$ cat src/design/stack_vm_execute_core_macros.svh
// Assertion macros shared by the stack machine RTL.
`ifndef STACK_VM_EXECUTE_CORE_MACROS_SVH
`define STACK_VM_EXECUTE_CORE_MACROS_SVH

// The consequent must hold in the same cycle as the antecedent.
`define SVX_ASSERT_NOW(label, ante, cons, msg) \
  label: assert property (@(posedge clk) disable iff (!rst_n) (ante) |-> (cons)) \
    else $error(msg);

// The consequent must hold in the cycle after the antecedent.
`define SVX_ASSERT_NEXT(label, ante, cons, msg) \
  label: assert property (@(posedge clk) disable iff (!rst_n) (ante) |=> (cons)) \
    else $error(msg);

`endif

$ cat src/design/svx_pkg.sv
// Shared types and constants of the stack machine execute core.
`default_nettype none
package svx_pkg;

  localparam int unsigned MEM_WORDS_DEF  = 4096;
  localparam int unsigned PROG_WORDS_DEF = 1024;

  localparam logic [6:0] OP_PUSH    = 7'd0;
  localparam logic [6:0] OP_PUSHI   = 7'd1;
  localparam logic [6:0] OP_PUSHC   = 7'd2;
  localparam logic [6:0] OP_POP     = 7'd3;
  localparam logic [6:0] OP_POPI    = 7'd4;
  localparam logic [6:0] OP_DUP     = 7'd5;
  localparam logic [6:0] OP_ALU     = 7'd6;
  localparam logic [6:0] OP_JMP     = 7'd7;
  localparam logic [6:0] OP_JPZ     = 7'd8;
  localparam logic [6:0] OP_CALL    = 7'd9;
  localparam logic [6:0] OP_RET     = 7'd10;
  localparam logic [6:0] OP_RND     = 7'd11;
  localparam logic [6:0] OP_WRITE   = 7'd12;
  localparam logic [6:0] OP_READ    = 7'd13;
  localparam logic [6:0] OP_HALT    = 7'd99;

  localparam logic [3:0] ALU_AND = 4'd0;
  localparam logic [3:0] ALU_OR  = 4'd1;
  localparam logic [3:0] ALU_XOR = 4'd2;
  localparam logic [3:0] ALU_NOT = 4'd3;
  localparam logic [3:0] ALU_NEG = 4'd4;
  localparam logic [3:0] ALU_ADD = 4'd5;
  localparam logic [3:0] ALU_SUB = 4'd6;
  localparam logic [3:0] ALU_MUL = 4'd7;
  localparam logic [3:0] ALU_DIV = 4'd8;
  localparam logic [3:0] ALU_MOD = 4'd9;
  localparam logic [3:0] ALU_NE  = 4'd10;
  localparam logic [3:0] ALU_EQ  = 4'd11;
  localparam logic [3:0] ALU_LE  = 4'd12;
  localparam logic [3:0] ALU_LT  = 4'd13;
  localparam logic [3:0] ALU_GE  = 4'd14;
  localparam logic [3:0] ALU_GT  = 4'd15;

  localparam logic [1:0] FLT_NONE  = 2'd0;
  localparam logic [1:0] FLT_OPC   = 2'd1;
  localparam logic [1:0] FLT_DIV0  = 2'd2;
  localparam logic [1:0] FLT_BOUND = 2'd3;

  // Lowest target an unconditional relative jump (JMP) may reach.
  localparam logic signed [33:0] JMP_FLOOR = -34'sd1;

  typedef enum logic [2:0] {
    ST_IDLE,
    ST_RDA,
    ST_RDB,
    ST_EXEC,
    ST_DIV,
    ST_TOP,
    ST_TOPW
  } state_t;

  typedef struct packed {
    logic        done;
    logic [31:0] quo;
    logic [31:0] rem;
  } div_res_t;

endpackage
`default_nettype wire

$ cat src/design/svx_div.sv
// Iterative radix-2 divider, signed or unsigned, one quotient bit per cycle.
`default_nettype none
module svx_div (
  input  wire logic             clk,
  input  wire logic             rst_n,
  input  wire logic             start,
  input  wire logic             sgn,
  input  wire logic [31:0]      dividend,
  input  wire logic [31:0]      divisor,
  output svx_pkg::div_res_t     res
);

  localparam int unsigned DW = 32;
  localparam int unsigned CW = $clog2(DW + 1);

  logic          busy_r;
  logic          done_r;
  logic [CW-1:0] cnt_r;
  logic [31:0]   q_r;
  logic [31:0]   rem_r;
  logic [31:0]   den_r;
  logic          qneg_r;
  logic          rneg_r;
  logic [32:0]   rsh;
  logic [32:0]   diff;
  logic [31:0]   a_mag;
  logic [31:0]   b_mag;

  assign a_mag = (sgn && dividend[31]) ? (32'd0 - dividend) : dividend;
  assign b_mag = (sgn && divisor[31])  ? (32'd0 - divisor)  : divisor;
  assign rsh   = {rem_r, q_r[31]};
  assign diff  = rsh - {1'b0, den_r};

  always_ff @(posedge clk) begin
    if (!rst_n) begin
      busy_r <= 1'b0;
      done_r <= 1'b0;
      cnt_r  <= '0;
    end else begin
      done_r <= 1'b0;
      if (start) begin
        busy_r <= 1'b1;
        cnt_r  <= CW'(DW);
      end else if (busy_r) begin
        cnt_r <= cnt_r - CW'(1);
        if (cnt_r == CW'(1)) begin
          busy_r <= 1'b0;
          done_r <= 1'b1;
        end
      end
    end
  end

  always_ff @(posedge clk) begin
    if (start) begin
      q_r    <= a_mag;
      rem_r  <= '0;
      den_r  <= b_mag;
      qneg_r <= sgn && (dividend[31] ^ divisor[31]);
      rneg_r <= sgn && dividend[31];
    end else if (busy_r) begin
      if (!diff[32]) begin
        rem_r <= diff[31:0];
        q_r   <= {q_r[30:0], 1'b1};
      end else begin
        rem_r <= rsh[31:0];
        q_r   <= {q_r[30:0], 1'b0};
      end
    end
  end

  assign res.done = done_r;
  assign res.quo  = qneg_r ? (32'd0 - q_r) : q_r;
  assign res.rem  = rneg_r ? (32'd0 - rem_r) : rem_r;

endmodule
`default_nettype wire

$ cat config.mk
export PLATFORM = sky130hd
export DESIGN_NAME = svx_div
export DESIGN_NICKNAME = d
export VERILOG_FILES = /design/src/design/stack_vm_execute_core_macros.svh /design/src/design/svx_pkg.sv /design/src/design/svx_div.sv
export SDC_FILE = /design/constraint.sdc
export NUM_CORES = 1
export LEC_CHECK = 0
export ABC_AREA = 1
export BUFFER_PORTS_ARGS = -buffer_cell sky130_fd_sc_hd__buf_2
export CAP_MARGIN = 0
export CORE_UTILIZATION = 35
export DETAILED_ROUTE_END_ITERATION = 16
export SLEW_MARGIN = 0
export SYNTH_ARGS = -nofsm -noshare
export SYNTH_HDL_FRONTEND = slang
export SYNTH_SLANG_ARGS = --single-unit
$ cat constraint.sdc
create_clock -name clk -period 2.45 [get_ports clk]
set_input_delay 0.245 -clock clk [delete_from_list [all_inputs] [get_ports clk]]
set_output_delay 0.245 -clock clk [all_outputs]
set_load 0.01 [all_outputs]
==> metrics.csv <==
stage,metric,value,unit
setup_path,end_kind,output port,
synthesis,ys_ff_latch,106,
setup_path,critPathKind,reg2out,
synthesis,synthAdderAreaFrac,4.92,%
power,p_switching,1.85,mW
clocking,clk_pin_slew,90,ps
placed_design,dp_hpwl,25.2,mm
floorplan,die_w,172,um
power,power_density,418,nW/um2
setup_path,crit_buf_inv,3,
floorplan,initial_utilization,35.9,%
placed_design,gp_congestion,0.983,
run_status,failed_checks,negative setup slack,
clocking,postCtsHoldBufs,0,
power,power_frac_clock,28.8,%
sta,worst_pin_slew,571,ps
clocking,root_buffer,clkbuf_16,
synthesis,synth_compound_area_share,6.48,%
floorplan,boundaryPins,133,
finish,design_area,12600,um2
synthesis,syn_area_per_cell,6.34,um2
setup_path,crit_family,simple AND/OR/NAND/NOR gates,
detailed_routing,dr.first_iter.drc_count,541,
placed_design,io_buffers,132,
power,intPower,3.42,mW
floorplan,die_h,172,um
global_route,grt_antenna_before_repair,6,
detailed_routing,vias,10340,
clocking,clock_path_buffers,2,
finish,fin_cells,2180,
finish,fillers,2998,
synthesis,ys_async_sr_fraction,0,%
detailed_routing,viasPerCell,4.74,
detailed_routing,wirelength,31.9,mm
finish,final_util,44.9,%
synthesis,yosysWarnings,0,
setup_path,worst_setup_path_start_kind,register,
global_route,grtUsageTotal,21.5,%
synthesis,syn_nets,1696,
floorplan,coreArea,28100,um2
clocking,clk_latency,370,ps
finish,nets,1900,
synthesis,synth.cell_area,10100,um2
sta,timing.final.crit_share,110,%
clocking,cts-htree-levels,3,
placed_design,dp_cells,2124,
synthesis,synth_top_family_by_area,simple AND/OR/NAND/NOR gates,
global_route,grt_max_degree,56,
sta,setup_viol,14,
global_route,grt_pass1_vias,9969,
global_route,gr-total-overflow,0,
floorplan,dieArea,29500,um2
sta,relSlewSlack,61.6,%
clocking,cts_tree,built,
power,pwr-share-seq,40.9,%
sta,clock_skew,15.0,ps
floorplan,rows,61,
setup_path,cp_data_required_time,2200,ps
setup_path,arrival,2450,ps
clocking,numCtsBuffers,9,
sta,drv_slew,0,
sta,grt_setup_unrepaired,true,
synthesis,synthSimpleGateAreaFrac,38.6,%
sta,fin_crit,2690,ps
setup_path,crit_fanout,3,
finish,drive_above_1_share,22.0,%
synthesis,synthCells,1589,
detailed_routing,wire_per_inst,14.6,um
sta,hold_ws,103,ps
power,irDropWorstVdd,0.000267,V
sta,fmax,0.371,GHz
power,power_frac_comb,30.2,%
setup_path,slowest_delay,430,ps
sta,hold_viol_final,0,
detailed_routing,ant_nets,0,
synthesis,synth_edf_count,66,
run,drv_cap,0,
synthesis,synth_xor_area_share,9.91,%
worst_hold_path,min_path_type,in2reg,
power,leakagePower,6.67,nW
setup_path,crit_chain,"inv_2, ha_4, inv_2, nor3_4, nand2_2, nor2_4, nand3_4, nor2_4, nand2_2, o21ai_2, nand2_1, xor2_1, buf_2",
setup_path,critical-path-slowest-cell,edfxtp_1,
detailed_routing,first_pass_iters,5,
global_route,grt_pass1_wl,49.7,mm
synthesis,synth_mux_area_share,0,%
placed_design,placedInstanceArea,11500,um2
finish,area_growth,25.3,%
power,p_sw_share,35.1,%
synthesis,synthFlopType,edfxtp_1,
sta,setup_ws,-243,ps
synthesis,yosysUniqueCellTypes,47,
clocking,clock_sinks,106,
run_status,status,"finished, violations left",
detailed_routing,drc,0,
synthesis,synth_seq_area_share,27.6,%
## area by class of cell
cell class              count  area (um2)  share of cell area, %
multi-input cells        1166        6450                   51.1
clock inverters             5        45.0                  0.357
repair buffers            226        1540                   12.2
inverters                 284        1070                   8.51
well taps                 378         473                   3.75
clock buffers              11         243                   1.92
diodes                      4        10.0                 0.0793
flip-flops and latches    106        2790                   22.1
## cell usage in the layout, fill, tap and decap left out, types with 22 or more instances in the layout
| master | count |
|---|---|
| nor3_1 | 28 |
| dfxtp_1 | 35 |
| o21ai_0 | 45 |
| nand3_1 | 89 |
| xor2_1 | 80 |
| buf_2 | 130 |
| edfxtp_1 | 66 |
| buf_4 | 76 |
| nor2_1 | 132 |
| nand2_2 | 45 |
| inv_1 | 266 |
| nand4_1 | 22 |
| a21oi_1 | 32 |
| ha_1 | 33 |
| xnor2_1 | 30 |
| nand2_1 | 493 |
## power groups by stage
stage / Sequential, mW / Clock, mW / Combinational [mW]
after global placement: 2.19 / 0 / 1.43
final: 2.16 / 1.52 / 1.60
after global routing: 2.18 / 1.60 / 1.78
after detailed placement: 2.19 / 0 / 1.44
after CTS: 2.16 / 1.53 / 1.51
after floorplan: 2.17 / 0 / 0.897
## cell usage after synthesis, types with 21 or more instances
cell	n	area share, %
inv_1	274	10
edfxtp_1	66	20
a21oi_1	39	1.9
clkbuf_1	21	0.78
nand2_1	514	19
xor2_1	82	7.1
o21ai_0	50	2.5
nand3_1	98	4.9
ha_1	38	4.7
nor2_1	141	5.3
dfxtp_1	40	7.9
nand2_2	28	1.7
xnor2_1	32	2.8
nand4_1	22	1.4
nor3_1	31	1.5
## cell families (layout without fill, tap and decap cells)
group	after synthesis	after routing
and+or+nand+nor	892	892
buffers and inverters	317	526
AOI/OAI and AO/OA	121	121
xor gates and xnor gates	114	114
DFF	106	106
adders and majority gates	39	39
other	0	4
## state kept, by name (all words and copies together) (netlist names)
| name | count |
|---|---|
| rem_r | 32 |
| den_r | 32 |
| done_r | 1 |
| rneg_r | 1 |
| cnt_r | 6 |
| qneg_r | 1 |
| q_r | 32 |
| busy_r | 1 |
## what timing repair did
action | 4_1_cts | 5_1_grt
endpoints found under the setup margin | 30 | 69
gates resized for setup | 51 | 75
pin swaps | 20 | 47
cloned | 0 | 5
setup buffers | 14 | 18
## stage by stage
step	setup TNS [ps]	setup WS, ps	total power, mW
detailed placement	-202	-81.1	3.63
floorplan	0	261	3.07
global placement	-152	-69.2	3.63
finish	-1710	-243	5.28
CTS	-1300	-174	5.20
global route	-4190	-329	5.55
## final timing paths
check	start	cells after the start	slack, ps	endpoint
hold reg to reg	cnt_r[0]$_SDFFE_PP0P_	2	490	cnt_r[0]$_SDFFE_PP0P_
setup reg to reg	den_r[0]$_DFFE_PP_	15	80	q_r[0]$_DFFE_PP_
hold / removal	divisor[0]	1	100	den_r[0]$_DFFE_PP_
setup / recovery	q_r[0]$_DFFE_PP_	13	-240	res[60]
## routing by layer
metal,track usage [%],wire (um),up-vias
li1,-,-,5354
met1,26.5,13900,4712
met2,38.2,15700,221
met3,3.43,1430,49
met4,6.68,855,4
met5,0,26,-
(Power assumes the default switching activity.)
